[config.mk]
export PLATFORM = sky130hd
export DESIGN_NAME = lrf_line_step
export DESIGN_NICKNAME = d
export VERILOG_FILES = /design/src/rtl/lrf_pkg.sv /design/src/rtl/lrf_line_step.sv
export SDC_FILE = /design/constraint.sdc
export NUM_CORES = 1
export LEC_CHECK = 0
export BUFFER_PORTS_ARGS = -buffer_cell sky130_fd_sc_hd__clkbuf_2
export CAP_MARGIN = 20
export CORE_UTILIZATION = 40
export CTS_BUF_LIST = sky130_fd_sc_hd__clkbuf_4 sky130_fd_sc_hd__clkbuf_8
export CTS_CLUSTER_DIAMETER = 60
export DETAILED_ROUTE_END_ITERATION = 8
export GPL_TIMING_DRIVEN = 1
export HOLD_SLACK_MARGIN = 0.05
export PLACE_DENSITY = 0.62
export SLEW_MARGIN = 10
export SYNTH_ARGS = -nofsm -noshare
export SYNTH_HDL_FRONTEND = slang
export SYNTH_SLANG_ARGS = --single-unit
[constraint.sdc]
create_clock -name i_clk -period 11.24 [get_ports i_clk]
set_clock_uncertainty 0.2 [all_clocks]
set_input_delay 0.562 -clock i_clk [delete_from_list [all_inputs] [get_ports i_clk]]
set_output_delay 0.562 -clock i_clk [all_outputs]
set_load 0.005 [all_outputs]
[src/rtl/lrf_pkg.sv]
`default_nettype none

package lrf_pkg;

    localparam int DISPLAY_WIDTH = 128;
    localparam int PAGE_COUNT    = 8;
    localparam int ROW_COUNT     = PAGE_COUNT * 8;
    localparam int STORE_BYTES   = PAGE_COUNT * DISPLAY_WIDTH;
    localparam int ADDR_W        = $clog2(STORE_BYTES);
    localparam int COORD_W       = 8;
    localparam int DATA_W        = 8;
    localparam logic [DATA_W-1:0] PIXEL_BIT = 8'h01;

    typedef enum logic [1:0] {
        MODE_LINE   = 2'd0,
        MODE_TOGGLE = 2'd1,
        MODE_CLEAR  = 2'd2,
        MODE_READ   = 2'd3
    } t_mode;

    typedef enum logic [2:0] {
        ST_CLEAR,
        ST_IDLE,
        ST_RD,
        ST_WR,
        ST_FETCH,
        ST_DONE
    } t_state;

    typedef struct packed {
        logic load;
        logic advance;
    } t_step_ctrl;

    typedef struct packed {
        logic [COORD_W-1:0] x;
        logic [COORD_W-1:0] y;
        logic               last;
    } t_pixel;

    typedef struct packed {
        logic              we;
        logic [ADDR_W-1:0] addr;
        logic [DATA_W-1:0] data;
    } t_mem_wr;

endpackage

`default_nettype wire

[src/rtl/lrf_line_step.sv]
`default_nettype none

module lrf_line_step
    import lrf_pkg::*;
(
    input  wire logic               i_clk,
    input  wire t_step_ctrl         i_ctrl,
    input  wire logic [COORD_W-1:0] i_xa,
    input  wire logic [COORD_W-1:0] i_ya,
    input  wire logic [COORD_W-1:0] i_xb,
    input  wire logic [COORD_W-1:0] i_yb,
    output t_pixel                  o_pixel
);

    logic [COORD_W-1:0] r_major, r_end, r_minor, r_rem, r_dx;
    logic signed [COORD_W:0] r_d;
    logic r_steep;

    logic [COORD_W-1:0] dxa, dya;
    logic [COORD_W-1:0] a_maj, a_min, b_maj, b_min;
    logic [COORD_W-1:0] s_maj, s_min, e_maj, e_min;
    logic steep;
    logic signed [COORD_W+1:0] rem_sum;

    // endpoint setup: swap axes for steep lines, order along the major axis
    always_comb begin
        dxa   = (i_xa > i_xb) ? i_xa - i_xb : i_xb - i_xa;
        dya   = (i_ya > i_yb) ? i_ya - i_yb : i_yb - i_ya;
        steep = dxa < dya;
        a_maj = steep ? i_ya : i_xa;
        a_min = steep ? i_xa : i_ya;
        b_maj = steep ? i_yb : i_xb;
        b_min = steep ? i_xb : i_yb;
        if (a_maj > b_maj) begin
            s_maj = b_maj;
            s_min = b_min;
            e_maj = a_maj;
            e_min = a_min;
        end else begin
            s_maj = a_maj;
            s_min = a_min;
            e_maj = b_maj;
            e_min = b_min;
        end
    end

    assign rem_sum = $signed({2'b00, r_rem}) + $signed({r_d[COORD_W], r_d});

    always_ff @(posedge i_clk) begin
        if (i_ctrl.load) begin
            r_major <= s_maj;
            r_end   <= e_maj;
            r_minor <= s_min;
            r_rem   <= '0;
            r_dx    <= e_maj - s_maj;
            r_d     <= $signed({1'b0, e_min}) - $signed({1'b0, s_min});
            r_steep <= steep;
        end else if (i_ctrl.advance) begin
            r_major <= r_major + 1'b1;
            // |d| <= dx keeps the remainder within one correction of [0, dx)
            if (rem_sum >= $signed({2'b00, r_dx})) begin
                r_rem   <= COORD_W'(rem_sum - $signed({2'b00, r_dx}));
                r_minor <= r_minor + 1'b1;
            end else if (rem_sum < 0) begin
                r_rem   <= COORD_W'(rem_sum + $signed({2'b00, r_dx}));
                r_minor <= r_minor - 1'b1;
            end else begin
                r_rem <= COORD_W'(rem_sum);
            end
        end
    end

    assign o_pixel.x    = r_steep ? r_minor : r_major;
    assign o_pixel.y    = r_steep ? r_major : r_minor;
    assign o_pixel.last = (r_major == r_end);

endmodule

`default_nettype wire

== After elaboration in Yosys (flattened, before gate mapping) ==
Index checks and enable logic that the tools add are counted.
Cells by class
  reductions and logical operators: 3
  equal/unequal tests: 1
  order comparisons: 6
  multiplexer cells: 20
  $add $sub $neg: 12
Operators by type and width (number)
  $mux 8: 20
  $sub 8x8->8: 6
  $gt 8x8->1: 3
  $add 8x1->8 const B: 2
  $add 9x9->10: 1
  $ge 10x9->1: 1
  $lt 10x1->1 const B: 1
  $sub 8x8->9: 1
  $add 8x8->8: 1
  $eq 8x8->1: 1
  $lt 8x8->1: 1
  $sub 8x1->8 const B: 1
  $reduce_bool 3->1: 1
  $reduce_and 2->1: 1
  $reduce_bool 2->1: 1
Word-level totals
  bits in registers: 50
  output and inout port bits: 17
  input bits: 35
  logic and storage cells: 49

== Longest topological paths before layout ==
Gate-level depths: netlist (run 1).
  word-level depth: 7
  gate-level depth with buffers: 44
  depth with buffers taken out: 38

== Least setup slack after synthesis (run 1) ==
Ideal clock, no wire load.
  path type: input to register
  start point: in i_xa[0]
  end point: reg r_d[7] (data pin)
  stages: 43
  setup time: 0.258 ns
  slack: 3.113 ns
  arrival: 7.669 ns
  data required time: 10.782 ns
  buffers on the path: 7
  cells stage by stage: inv_1 ha_1 inv_1 fa_1 a21o_1 a21oi_1 o22ai_1 o22a_1 clkbuf_1 mux2_2 o21ai_0 a211oi_1 a211oi_1 xnor2_1 ha_1 a21oi_1 o21ai_0 a31oi_4 [... 7 more ...] a21o_1 a21o_1 a21oi_1 a32o_1 buf_6 buf_6 clkbuf_1 nor2_1 a21oi_1 mux2i_1 ha_1 a21o_1 a21o_1 a21oi_1 o21bai_1 a21o_1 a21oi_1 xnor2_1
Between the ends
  longest elaborated chain between the ends: 7
  elaborated cells on any way between the ends: 13
  classes of those cells: add/sub: 3; order compare: 3; mux: 7
Ends and longest elaborated chain
  start, declared: RTL line lrf_line_step.sv:8  | input wire logic [COORD_W-1:0] i_xa,
  $sub 8x8->8 / $gt 8x8->1 (equally long branches): RTL line lrf_line_step.sv:27  | dxa = (i_xa > i_xb) ? i_xa - i_xb : i_xb - i_xa;
  $mux 8: RTL line lrf_line_step.sv:27
  $lt 8x8->1: RTL line lrf_line_step.sv:29  | steep = dxa < dya;
  $mux 8 (on tied branches): RTL line lrf_line_step.sv:30, lrf_line_step.sv:32
  $gt 8x8->1: RTL line lrf_line_step.sv:34  | if (a_maj > b_maj) begin
  $mux 8: RTL line lrf_line_step.sv:34
  $sub 8x8->9 *: RTL line lrf_line_step.sv:56  | r_d <= $signed({1'b0, e_min}) - $signed({1'b0, s_min});
  end signal, assigned: RTL line lrf_line_step.sv:56
  end, declared: RTL line lrf_line_step.sv:16  | logic signed [COORD_W:0] r_d;
Mark *: on every way between the ends. The rest lies on a longest branch, timed or not.
A chain may end at the register's enable or synchronous reset.

== Final worst setup path (run 1) ==
Same ends and word-level chain as after synthesis.

==> flow_summary.yaml, run 1 <==
worst_hold_path:
  min_path_type: "reg -> reg"
  min_from: "r_rem[5]$_SDFFE_PP0P_"
  hold_depth: 2
  worstHoldEndpoint: "r_rem[5]$_SDFFE_PP0P_"
cells_and_area:
  area_growth_pct: 7.68
  multi_input_area_mm2: 0.00455
  layout-drive-gt1-share: 0.124
  register_area_mm2: 0.00142
  final_util: 0.448
  layout.nets: 902
  fillers: 1582
  n_antenna_cell: 0
yosys:
  yosysMostFrequentCell: "ha_1"
  synth_top_flop_cell: "edfxtp_1"
  yosys-top-cells-area: "edfxtp_1 (20%), ha_1 (16%), mux2i_1 (7.8%)"
  synth_cell_types: 60
  synth_common_cells: "ha_1 (82), inv_1 (80), a21oi_1 (65)"
  synth-edff-count: 42
  avgSynthCellArea_um2: 8.66
  synthCells: 741
  yosysSeqAreaShare: 0.221
  yosys_warnings: 0
  syn_area_mm2: 0.00642
  yosysTopAreaCell: "edfxtp_1"
  synth_nets: 867
  synth_top_area_frac: 0.196
  ys_ff_latch: 50
  async_flop_share: 0
cts:
  cts_resized: 0
  holdBufCountCts: 0
  ctsHtreeMaxLevel: 2
  clk_latency_ps: 300
  path_clk_slew_ps: 90
  post-cts-setup-buffers: 0
  cts_max_path_buffers: 2
  cts_root_buffer: "clkbuf_8"
  cts_buffers: 5
  cts_tree: "yes"
  clock-sinks: 50
critical_path:
  rrSetupSlack_ps: 5410
  path_delay_family: "compound AO/OA/AOI/OAI gates"
  cp.arrival_ps: 9150
  cp_slowest_cell: "a31oi_4"
  r2r-start: "r_d[1]$_DFFE_PP_"
  slowest_delay_ps: 690
  required_ps: 11110
  regToRegEndpoint: "r_minor[7]$_DFFE_PP_"
  start_kind: "input pin"
  crit_path_max_fanout: 63
  critPathLaunch: "i_xa[0]"
  path_buf_inv: 5
  critical_path_class: "in -> reg"
  end_kind: "register"
  r2r_cells: 22
global_route:
  grt-ovfl-total: 0
  grt_max_degree: 64
  antenna_found_initial: 0
  grt_pass1_wl_um: 24900
  grt_usage: 0.192
  grt_pass1_vias: 4881
sta:
  holdWs_ps: 278
  fmax_ghz: 0.108
  timing.final.ws_setup_ps: 1950
  hold_viol_final: 0
  post-route-period-util: 0.826
  rsz0062_at_grt: "no"
  fin_tns_setup_ps: 0
  tightest_slew_ps: 827
  setup_violations: 0
  relSlewSlack: 0.448
  drv_slew: 0
  finalCriticalPeriod_ps: 9290
die:
  core_area_mm2: 0.0154
  die_w_um: 129
  die_h_um: 129
  io_pins: 52
  placementRows: 45
  die-area_mm2: 0.0166
  initial_core_util: 0.416
route:
  first_pass_iters: 5
  routed_wirelength_um: 15500
  post_drt_wl_per_cell_um: 15.7
  vias_per_cell: 5.29
  drc: 0
  vias: 5225
  ant_nets: 0
  drtIter0Drc: 306
place:
  io_buffers: 51
  dp_hpwl_um: 12800
  dp_slack_ps: 1650
  gp_congestion: 0.870
job:
  drv_cap: 0
run_status:
  status: "finished, final reports clean"
-- placed cells by master (no fill, tap or decap), types with 39 or more instances in the layout --
| master | n |
|---|---|
| a21oi_1 | 65 |
| o21ai_0 | 43 |
| inv_1 | 80 |
| clkbuf_2 | 51 |
| xnor2_1 | 46 |
| ha_1 | 82 |
| edfxtp_1 | 42 |
| mux2i_1 | 50 |
| nand2_1 | 53 |
| nor2_1 | 39 |
-- metrics by stage --
stage | area (um^2) | instances
floorplan | 6420 | 741
global placement | 6830 | 980
detailed placement | 6830 | 980
CTS | 6910 | 987
global route | 6910 | 987
finish | 6910 | 987
-- final cells by class --
class                           count  share of cell area
Clock inverter                      2             0.00253
Timing Repair Buffer               55              0.0413
Multi-Input combinational cell    583               0.658
Sequential cell                    50               0.206
Tap cell                          211              0.0382
Inverter                           81              0.0440
Clock buffer                        5             0.00996
-- worst register-to-register path, delay by kind of cell, from the launching register on --
| family | cells | cell delay [ps] |
|---|---|---|
| and+or+nand+nor | 3 | 1030 |
| muxes | 1 | 90 |
| buffers and inverters | 1 | 210 |
| AOI/OAI and AO/OA | 11 | 2130 |
| DFF | 1 | 430 |
| adders and majority gates | 3 | 900 |
| xor gates and xnor gates | 3 | 570 |
-- metal layers --
metal / global-route usage / wire [um] / vias up
li1: - / - / 2694
met1: 0.273 / 7680 / 2418
met2: 0.319 / 7130 / 98
met3: 0.0146 / 448 / 15
met4: 0.0401 / 245 / 0
met5: 0 / 0 / -
-- cell families after synthesis --
| kind of cell | share of synthesized area |
|---|---|
| AOI/OAI and AO/OA | 0.197 |
| and+or+nand+nor | 0.109 |
| buffers and inverters | 0.0698 |
| adders and majority gates | 0.197 |
| muxes | 0.118 |
| xor gates and xnor gates | 0.0873 |
| DFF | 0.221 |
-- sequential cells by signal, summed over array words and instances, names as in the netlist --
signal   count
r_d          9
r_dx         8
r_end        8
r_major      8
r_minor      8
r_rem        8
r_steep      1
-- how the worst max path moves through the flow --
stage | slack (ps) | endpoint | cells past startpoint
6_report | 1950 | r_d[7]$_DFFE_PP_ | 37
3_3_place_gp | 1740 | r_d[7]$_DFFE_PP_ | 37
3_5_place_dp | 1650 | r_d[7]$_DFFE_PP_ | 37
5_1_grt | 1330 | r_d[8]$_DFFE_PP_ | 37
4_1_cts | 1970 | r_d[7]$_DFFE_PP_ | 37
2_1_floorplan | 3110 | r_d[7]$_DFFE_PP_ | 43
Power of run 1 is left out: the tool's default activity adds up to more than one toggle a clock period on the data nets, which glitch-free logic cannot reach.
==> run 2, diff against run 1 <==
- PLACE_DENSITY: 0.62 -> 0.64
- clock period: 11.24 -> 7.95 ns (I/O delays scaled with it)
==> run 2 against run 1 <==
Net effect:
- worst setup slack got worse by 1400 ps
- critical path type unchanged
- utilization increased by 4.0 points
- final cell count increased by 7.6%
- register-to-register slack got worse by 3300 ps
- sequential share of layout area decreased by 1.7 points
- die area unchanged
- final area increased by 8.9%
- first-iteration DRC count increased by 23%
- via count increased by 7.4%
- critical path depth unchanged
==> flow_summary.yaml, run 2 (same netlist as run 1, synthesis figures left out) <==
die:
  die-area_mm2: 0.0166
  initial_core_util: 0.416
  core_area_mm2: 0.0154
  io_pins: 52
  die_w_um: 129
  die_h_um: 129
  placementRows: 45
cts:
  clock-sinks: 50
  path_clk_slew_ps: 90
  cts_root_buffer: "clkbuf_8"
  cts_max_path_buffers: 2
  cts_buffers: 5
  cts_tree: "yes"
  holdBufCountCts: 0
  ctsHtreeMaxLevel: 2
  clk_latency_ps: 310
sta:
  post-route-period-util: 0.935
  hold_viol_final: 0
  finalCriticalPeriod_ps: 7430
  timing.final.ws_setup_ps: 517
  fin_tns_setup_ps: 0
  rsz0062_at_grt: "no"
  fmax_ghz: 0.135
  relSlewSlack: 0.521
  setup_violations: 0
  tightest_slew_ps: 718
  drv_slew: 0
cells_and_area:
  final_util: 0.488
  area_growth_pct: 17.3
  max_flop_register: "r_d"
  n_antenna_cell: 0
  largest_reg_flops: 9
  layout-drive-gt1-share: 0.210
  layout.cells.most_common: "ha_1"
  instances_no_fill: 1062
  mostFrequentLayoutCells: "ha_1 (82), inv_1 (80), buf_4 (77)"
  layout.nets: 976
place:
  dp_slack_ps: -171
  io_buffers: 51
  dp_hpwl_um: 13500
  gp_congestion: 0.915
  dp.cells: 1052
critical_path:
  slowest_delay_ps: 420
  start_kind: "input pin"
  crit_path_max_fanout: 7
  critical_path_class: "in -> reg"
  cp.arrival_ps: 7400
  cp_slowest_cell: "fa_1"
  end_kind: "register"
  required_ps: 7920
  cp_common_cell: "a21oi_1"
global_route:
  grt-ovfl-total: 0
  antenna_found_initial: 0
  grt_max_degree: 60
  grt_pass1_vias: 5467
  grt_pass1_wl_um: 26200
  grt_usage: 0.201
run_status:
  status: "finished, final reports clean"
route:
  drc: 0
  drtIter0Drc: 376
  post_drt_wl_per_cell_um: 15.3
  ant_nets: 0
  first_pass_iters: 5
  vias: 5612
  routed_wirelength_um: 16300
  vias_per_cell: 5.28
worst_hold_path:
  min_path_type: "in -> reg"
job:
  drv_cap: 0
==> run 2: cell count changes in the layout (fill, tap and decap cells not counted), moves of 3 or more <==
cell,previous run,this run
a21oi_1,65,62
a21oi_2,1,4
buf_4,4,77
mux2i_1,50,45
mux2i_2,0,5
o21ai_0,43,40
==> run 2: routing by layer <==
metal / GRT usage / up-vias / share of wire
li1: - / 2854 / -
met1: 0.259 / 2573 / 0.46
met2: 0.362 / 165 / 0.48
met3: 0.0162 / 20 / 0.045
met4: 0.0512 / 0 / 0.015
met5: 0 / - / 0
==> run 2: layout make-up <==
class	count	area (um^2)
repair buffers	128	833
clock buffers	5	68.8
flip-flops and latches	50	1420
inverters	81	304
well taps	211	264
clock inverters	3	40.0
multi-input cells	584	4590
fillers	1542	7900
==> run 2: path summary, 6_finish.rpt <==
kind	start	slack [ps]	endpoint	cells after the start
max reg2reg	r_d[1]$_DFFE_PP_	2160	r_minor[7]$_DFFE_PP_	22
max	i_xa[0]	520	r_d[8]$_DFFE_PP_	37
min reg2reg	r_rem[0]$_SDFFE_PP0P_	280	r_rem[0]$_SDFFE_PP0P_	2
min	i_ctrl[0]	250	r_rem[7]$_SDFFE_PP0P_	2
==> run 2: through the flow <==
step	hold WS [ps]	instance area [um^2]
after floorplan	226	6420
after global routing	246	7530
after global placement	258	7370
after detailed placement	265	7370
after CTS	243	7470
final	251	7530
==> run 2: worst max-delay path, delay by kind of cell <==
kind | cells | cell delay (ps)
AO/OA/AOI/OAI | 19 | 3160
adder cells (fa/ha/maj) | 5 | 1510
multiplexers | 4 | 1120
buffers and inverters | 6 | 690
AND/OR/NAND/NOR | 2 | 350
XOR/XNOR | 1 | 170
==> run 2: repair_timing <==
item | CTS | global route
hold endpoints to repair | 0 | 0
gates resized for setup | 0 | 12
endpoints found under the setup margin | 0 | 7
setup buffers | 0 | 1
Power of run 2 is left out for the same reason.
